## src/s2da_pkg.sv

```systemverilog
// shared constants, types and controller codes for the signed integer to decimal text core
// no dependencies; used by s2da_ctrl, s2da_dp and the top level
package s2da_pkg;

    // input width and derived sizes
    localparam int VALUE_BITS    = 32;
    localparam int BITS_PER_STEP = 4;
    localparam int STEPS         = (VALUE_BITS + BITS_PER_STEP - 1) / BITS_PER_STEP;
    localparam int PAD_BITS      = STEPS * BITS_PER_STEP;
    // decimal digits of any VALUE_BITS-bit unsigned magnitude (1233/4096 ~ log10 2)
    localparam int DIGITS        = ((VALUE_BITS * 1233) >> 12) + 1;
    localparam int BCD_BITS      = DIGITS * 4;
    localparam int IDX_W         = $clog2(DIGITS);
    localparam int CNT_W         = $clog2(STEPS);
    localparam int CHAR_W        = 8;

    // character codes
    localparam logic [CHAR_W-1:0] DIGIT_BASE = 8'd48;
    localparam logic [CHAR_W-1:0] MINUS_CODE = 8'd45;

    // controller state codes
    localparam int ST_W = 3;
    localparam logic [ST_W-1:0] ST_IDLE  = 3'd0;
    localparam logic [ST_W-1:0] ST_CONV  = 3'd1;
    localparam logic [ST_W-1:0] ST_SCAN  = 3'd2;
    localparam logic [ST_W-1:0] ST_SIGN  = 3'd3;
    localparam logic [ST_W-1:0] ST_DIGIT = 3'd4;

    // controller to datapath
    typedef struct packed {
        logic load;
        logic step;
        logic scan;
        logic next_digit;
        logic sel_minus;
    } t_cmd;

    // datapath to controller
    typedef struct packed {
        logic neg;
        logic idx_zero;
    } t_stat;

endpackage

```

## src/s2da_dp.sv

```systemverilog
// datapath: magnitude, shift-add-3 binary to bcd conversion, leading digit index, char select
// depends on s2da_pkg
module s2da_dp (
    input  logic                                i_clk,
    input  s2da_pkg::t_cmd                      i_cmd,
    input  logic [s2da_pkg::VALUE_BITS-1:0]     i_value,
    output s2da_pkg::t_stat                     o_stat,
    output logic [s2da_pkg::CHAR_W-1:0]         o_char_code
);

    logic [s2da_pkg::PAD_BITS-1:0]   r_shift;
    logic [s2da_pkg::BCD_BITS-1:0]   r_bcd;
    logic                            r_neg;
    logic [s2da_pkg::IDX_W-1:0]      r_idx;

    logic [s2da_pkg::VALUE_BITS-1:0] n_mag;
    logic [s2da_pkg::PAD_BITS-1:0]   n_shift;
    logic [s2da_pkg::BCD_BITS-1:0]   n_bcd;
    logic [s2da_pkg::IDX_W-1:0]      n_lead;
    logic [3:0]                      w_digit;

    // magnitude of the two's complement input
    assign n_mag = i_value[s2da_pkg::VALUE_BITS-1] ? (~i_value + 1'b1) : i_value;

    // one conversion step: several bits, each an add-3 pass then a shift
    always_comb begin
        logic [s2da_pkg::PAD_BITS-1:0] sh;
        logic [s2da_pkg::BCD_BITS-1:0] bc;
        sh = r_shift;
        bc = r_bcd;
        for (int j = 0; j < s2da_pkg::BITS_PER_STEP; j++) begin
            for (int d = 0; d < s2da_pkg::DIGITS; d++) begin
                if (bc[d*4 +: 4] >= 4'd5) begin
                    bc[d*4 +: 4] = bc[d*4 +: 4] + 4'd3;
                end
            end
            bc = {bc[s2da_pkg::BCD_BITS-2:0], sh[s2da_pkg::PAD_BITS-1]};
            sh = {sh[s2da_pkg::PAD_BITS-2:0], 1'b0};
        end
        n_shift = sh;
        n_bcd   = bc;
    end

    // index of the most significant nonzero digit, zero when all digits are zero
    always_comb begin
        n_lead = '0;
        for (int d = 0; d < s2da_pkg::DIGITS; d++) begin
            if (r_bcd[d*4 +: 4] != 4'd0) begin
                n_lead = s2da_pkg::IDX_W'(d);
            end
        end
    end

    // working registers
    always_ff @(posedge i_clk) begin
        if (i_cmd.load) begin
            r_shift <= s2da_pkg::PAD_BITS'(n_mag);
            r_bcd   <= '0;
            r_neg   <= i_value[s2da_pkg::VALUE_BITS-1];
        end else if (i_cmd.step) begin
            r_shift <= n_shift;
            r_bcd   <= n_bcd;
        end
        if (i_cmd.scan) begin
            r_idx <= n_lead;
        end else if (i_cmd.next_digit) begin
            r_idx <= r_idx - 1'b1;
        end
    end

    // character select
    assign w_digit     = r_bcd[r_idx*4 +: 4];
    assign o_char_code = i_cmd.sel_minus ? s2da_pkg::MINUS_CODE
                                         : s2da_pkg::DIGIT_BASE + {4'b0000, w_digit};

    assign o_stat.neg      = r_neg;
    assign o_stat.idx_zero = (r_idx == '0);

endmodule

```

## src/s2da_ctrl.sv

```systemverilog
// controller: sequences load, conversion steps, digit scan and character output
// depends on s2da_pkg
module s2da_ctrl (
    input  logic            i_clk,
    input  logic            i_rst_n,
    input  logic            i_valid,
    input  logic            i_stall,
    input  s2da_pkg::t_stat i_stat,
    output s2da_pkg::t_cmd  o_cmd,
    output logic            o_stall,
    output logic            o_valid,
    output logic            o_last
);

    logic [s2da_pkg::ST_W-1:0]  r_state;
    logic [s2da_pkg::ST_W-1:0]  n_state;
    logic [s2da_pkg::CNT_W-1:0] r_cnt;
    logic [s2da_pkg::CNT_W-1:0] n_cnt;

    // next state and commands; in the output states o_valid is high, so an
    // output item is taken whenever i_stall is low
    always_comb begin
        n_state = r_state;
        n_cnt   = r_cnt;
        o_cmd   = '0;
        o_stall = 1'b1;
        o_valid = 1'b0;
        o_last  = 1'b0;
        case (r_state)
            s2da_pkg::ST_IDLE: begin
                o_stall = 1'b0;
                if (i_valid) begin
                    o_cmd.load = 1'b1;
                    n_cnt      = '0;
                    n_state    = s2da_pkg::ST_CONV;
                end
            end
            s2da_pkg::ST_CONV: begin
                o_cmd.step = 1'b1;
                if (r_cnt == s2da_pkg::CNT_W'(s2da_pkg::STEPS - 1)) begin
                    n_state = s2da_pkg::ST_SCAN;
                end else begin
                    n_cnt = r_cnt + s2da_pkg::CNT_W'(1);
                end
            end
            s2da_pkg::ST_SCAN: begin
                o_cmd.scan = 1'b1;
                n_state    = i_stat.neg ? s2da_pkg::ST_SIGN : s2da_pkg::ST_DIGIT;
            end
            s2da_pkg::ST_SIGN: begin
                o_valid         = 1'b1;
                o_cmd.sel_minus = 1'b1;
                if (!i_stall) begin
                    n_state = s2da_pkg::ST_DIGIT;
                end
            end
            s2da_pkg::ST_DIGIT: begin
                o_valid = 1'b1;
                o_last  = i_stat.idx_zero;
                if (!i_stall) begin
                    if (i_stat.idx_zero) begin
                        n_state = s2da_pkg::ST_IDLE;
                    end else begin
                        o_cmd.next_digit = 1'b1;
                    end
                end
            end
            default: begin
                n_state = s2da_pkg::ST_IDLE;
            end
        endcase
    end

    // state registers
    always_ff @(posedge i_clk) begin
        if (!i_rst_n) begin
            r_state <= s2da_pkg::ST_IDLE;
            r_cnt   <= '0;
        end else begin
            r_state <= n_state;
            r_cnt   <= n_cnt;
        end
    end

endmodule

```

## src/signed_int_to_decimal_ascii_core.sv

```systemverilog
// top level: signed integer to decimal ascii text, one character per output item
// depends on s2da_pkg, s2da_ctrl, s2da_dp
//
//  channel | valid   | stall   | payload
//  --------+---------+---------+------------------------
//  input   | i_valid | o_stall | i_value
//  output  | o_valid | i_stall | o_char_code, o_last
//
// an item at 32 bits gives n = 1..11 characters: the item is accepted, converted
// four bits per cycle through the add-3 unit, scanned for the leading digit, then
// sent as one character per cycle while i_stall is low
// o_stall is high after acceptance until the last character is taken
// a stalled output holds its character; synchronous active-low reset returns to idle
module signed_int_to_decimal_ascii_core (
    input  logic                            i_clk,
    input  logic                            i_rst_n,
    input  logic                            i_valid,
    output logic                            o_stall,
    input  logic [s2da_pkg::VALUE_BITS-1:0] i_value,
    output logic                            o_valid,
    input  logic                            i_stall,
    output logic [s2da_pkg::CHAR_W-1:0]     o_char_code,
    output logic                            o_last
);

    s2da_pkg::t_cmd  w_cmd;
    s2da_pkg::t_stat w_stat;

    // sequencing
    s2da_ctrl u_ctrl (
        .i_clk   (i_clk),
        .i_rst_n (i_rst_n),
        .i_valid (i_valid),
        .i_stall (i_stall),
        .i_stat  (w_stat),
        .o_cmd   (w_cmd),
        .o_stall (o_stall),
        .o_valid (o_valid),
        .o_last  (o_last)
    );

    // conversion and character select
    s2da_dp u_dp (
        .i_clk       (i_clk),
        .i_cmd       (w_cmd),
        .i_value     (i_value),
        .o_stat      (w_stat),
        .o_char_code (o_char_code)
    );

endmodule

```

## config.mk

```make
export PLATFORM = sky130hd
export DESIGN_NAME = signed_int_to_decimal_ascii_core
export DESIGN_NICKNAME = d
export VERILOG_FILES = /design/src/s2da_pkg.sv /design/src/s2da_dp.sv /design/src/s2da_ctrl.sv /design/src/signed_int_to_decimal_ascii_core.sv
export SDC_FILE = /design/constraint.sdc
export NUM_CORES = 1
export LEC_CHECK = 0
export ABC_AREA = 0
export BUFFER_PORTS_ARGS = -buffer_cell sky130_fd_sc_hd__buf_2
export CAP_MARGIN = 15
export CORE_MARGIN = 1
export CORE_UTILIZATION = 40
export DETAILED_ROUTE_END_ITERATION = 10
export RECOVER_POWER = 25
export SYNTH_ARGS = -nofsm -noshare
export SYNTH_HDL_FRONTEND = slang
export SYNTH_SLANG_ARGS = --single-unit
```

## constraint.sdc

```tcl
create_clock -name i_clk -period 4 [get_ports i_clk]
set_input_delay 0.8 -clock i_clk [delete_from_list [all_inputs] [get_ports i_clk]]
set_output_delay 0.8 -clock i_clk [all_outputs]
set_load 0.1 [all_outputs]
```

==> flow_summary.yaml <==
layout:
  finish.utilization: 0.451
  syn_to_final_growth_pct: 9.85
  num_antenna_cells: 0
  multi_input_area_um2: 6620
  stdcell_area_um2: 9930
  fillCellCount: 2242
  nets: 1280
  drive_gt1_frac: 0.143
  regArea_um2: 2040
critical_path:
  critPathMostFrequentCell: "ha_1"
  ff2ff_setup_slack_ns: 0.27
  path_buf_inv: 3
  worstSetupStartpointType: "flop"
  r2r_start: "u_dp.r_bcd[28]$_SDFFE_PP0P_"
  required_ns: 4.18
  cp_cell_sequence: "inv_1 -> ha_1 -> and2b_2 -> or3_1 -> and2_1 -> inv_2 -> ha_1 -> o21bai_2 -> a211oi_2 -> nor2_1 -> inv_1 -> ha_1 -> a211oi_1 -> a211oi_1 -> o32a_1 -> a21o_1 -> mux2i_2 -> o22ai_1"
  slowest_delay_ns: 0.38
  rr_endpoint: "u_dp.r_bcd[33]$_SDFFE_PP0P_"
  path_class: "flop to flop"
  ff2ff_path_depth: 18
  cp.arrival_ns: 3.91
  cp-end-kind: "flop"
  cp_top_family: "compound AO/OA/AOI/OAI gates"
  crit_fanout: 7
  critPathSlowestCell: "dfxtp_4"
synth:
  yosysMostFrequentCell: "nand2_1"
  async_flop_share: 0
  synth_ff_type: "dfxtp_1"
  yosys.area.top_type_share: 0.123
  avgSynthCellArea_um2: 7.67
  ys_seq_elements: 83
  yosys-top-cells-count: "139 x nand2_1, 114 x o21ai_0, 78 x nor2_1"
  yosysTopAreaCell: "edfxtp_1"
  synth_cell_types: 94
  yosys_warnings: 0
  synth_edf_count: 37
  synth.yosys.seq_area_share: 0.225
  netlist_area_um2: 9040
  yosys-top-cells-area: "edfxtp_1 12%, dfxtp_1 10%, o21ai_0 6.3%"
  netlist_instances: 1179
drt:
  drt_iter0_drc: 491
  via_per_inst: 5.87
  drt-total-wl_mm: 23.4
  dr.pass1.iters: 8
  vias: 8719
  ant_nets: 0
  wl_per_cell_um: 15.8
  drcViolationCount: 2
sta:
  tightest_slew_ns: 2.73
  setup_ws_ns: 0.265
  max-slew-margin-rel: -0.817
  fin_crit_ns: 3.73
  max_freq_mhz: 268
  rsz0062_at_grt: "true"
  min_period_over_period: 0.934
  clock_skew_ns: 0.00836
  hold_violations: 0
  final-setup-viol-count: 0
  drv_slew: 101
global_route:
  antenna_found_initial: 0
  grt_pass1_vias: 7956
  grt_pass1_wl_mm: 39.1
  grt_usage: 0.203
  grt_max_degree: 66
  grt_overflow: 0
die:
  core_um2: 22000
  dieArea_um2: 23200
  initial_utilization: 0.411
  fp.dieH_um: 152
  die_width_um: 152
  row_count: 54
  ios: 47
clocking:
  post_cts.repair.setup_buffers: 0
  clkLatencyLatePin_ns: 0.35
  numClockSinks: 83
  cts_buffers: 9
  clk_pin_slew_ns: 0.07
  cts.path.max_buffers: 2
  clock-root-buffer: "clkbuf_16"
  h-tree-depth: 3
  tritoncts: "done"
run_status:
  status: "finished with violations"
  failed_checks: "DRC, capacitance limit, slew limit"
hold_path:
  min_path_cells: 2
  min_from: "u_dp.r_shift[28]$_DFFE_PP_"
  hp-class: "flop to flop"
  min_to: "u_dp.r_bcd[0]$_SDFFE_PP0P_"
flow_run:
  max-cap-violations: 2
place:
  gp_congestion: 0.853
  port-buffer-count: 43
  hpwl_mm: 17.9
  preCtsSetupSlack_ns: 0.0505
  placed_area_um2: 9550
## flip-flops by register name, indices dropped and copies added, names as in the netlist
register / cells
u_ctrl.r_state: 3
u_dp.r_shift: 32
u_dp.r_neg: 1
u_ctrl.r_cnt: 3
u_dp.r_bcd: 40
u_dp.r_idx: 4
## worst max-delay path by stage
stage	start	endpoint	slack [ns]	depth (start not counted)
after floorplan	u_dp.r_bcd[32]$_SDFFE_PP0P_	u_dp.r_bcd[38]$_SDFFE_PP0P_	0.28	16
after detailed placement	u_dp.r_bcd[33]$_SDFFE_PP0P_	u_dp.r_bcd[38]$_SDFFE_PP0P_	0.05	17
after CTS	u_dp.r_bcd[28]$_SDFFE_PP0P_	u_dp.r_bcd[38]$_SDFFE_PP0P_	0.03	18
final	u_dp.r_bcd[28]$_SDFFE_PP0P_	u_dp.r_bcd[33]$_SDFFE_PP0P_	0.27	18
after global placement	u_dp.r_bcd[33]$_SDFFE_PP0P_	u_dp.r_bcd[38]$_SDFFE_PP0P_	0.17	17
after global routing	u_dp.r_bcd[33]$_SDFFE_PP0P_	u_dp.r_bcd[36]$_SDFFE_PP0P_	-0.02	17
## layer usage
layer	GRT usage	vias to the layer above	wire (µm)
li1	-	4443	-
met1	0.280	4070	11500
met2	0.332	185	10600
met3	0.0429	21	1160
met4	0.0306	0	215
met5	0	-	0
## placed cells by master (no fill, tap or decap), types with 18 or more instances in the layout
master,netlist,layout
dfxtp_1,46,42
ha_1,44,44
inv_1,64,64
xor2_1,29,28
or2_2,18,18
a21oi_1,62,61
nand3_1,18,18
nor3_1,36,34
buf_4,4,21
nor2_1,78,77
o21ai_0,114,112
or3_1,23,23
edfxtp_1,37,37
nand2_1,139,138
mux2i_1,34,33
nand2b_1,18,18
a211oi_1,27,23
and2_1,18,18
buf_2,10,42
## what timing repair did
item / CTS / global route
resized for setup: 0 / 24
setup endpoints to repair: 0 / 20
hold buffers: 0 / 0
hold endpoints to repair: 0 / 0
## area by class of cell
cell class                 instances  area share
clock buffer                      10      0.0230
clock inverter                     6     0.00743
timing repair buffer              66      0.0382
sequential                        83       0.205
tap                              280      0.0353
multi-input combinational        975       0.666
inverter                          65      0.0246
## per-stage QoR
step,instances,TNS [ns],hold slack (ns)
6_report,1485,0,0.503
5_1_grt,1485,-0.0225,0.527
4_1_cts,1485,0,0.511
3_5_place_dp,1469,0,0.492
3_3_place_gp,1469,0,0.463
2_1_floorplan,1180,0,0.418
## worst reg2reg max path, delay by kind of cell, from the launching register on
kind | cells | cell delay (ns)
simple gates | 4 | 0.89
buf+inv | 3 | 0.22
compound gates | 7 | 1.24
fa+ha+maj | 3 | 0.62
mux | 1 | 0.21
flops | 1 | 0.38
## kinds of logic (layout without fill, tap and decap cells)
group                    after synthesis  after routing  synth area share
AND/OR/NAND/NOR                      414            414             0.226
AO/OA/AOI/OAI                        411            411             0.311
buffers and inverters                122            147            0.0537
flip-flops                            83             83             0.225
multiplexers                          58             58            0.0779
XOR/XNOR                              45             45            0.0444
adder cells (fa/ha/maj)               44             44            0.0609
other                                  2              3          0.000830
Power is not shown: default switching activity piles up to over one toggle a cycle in this logic, so the estimate is an artifact.
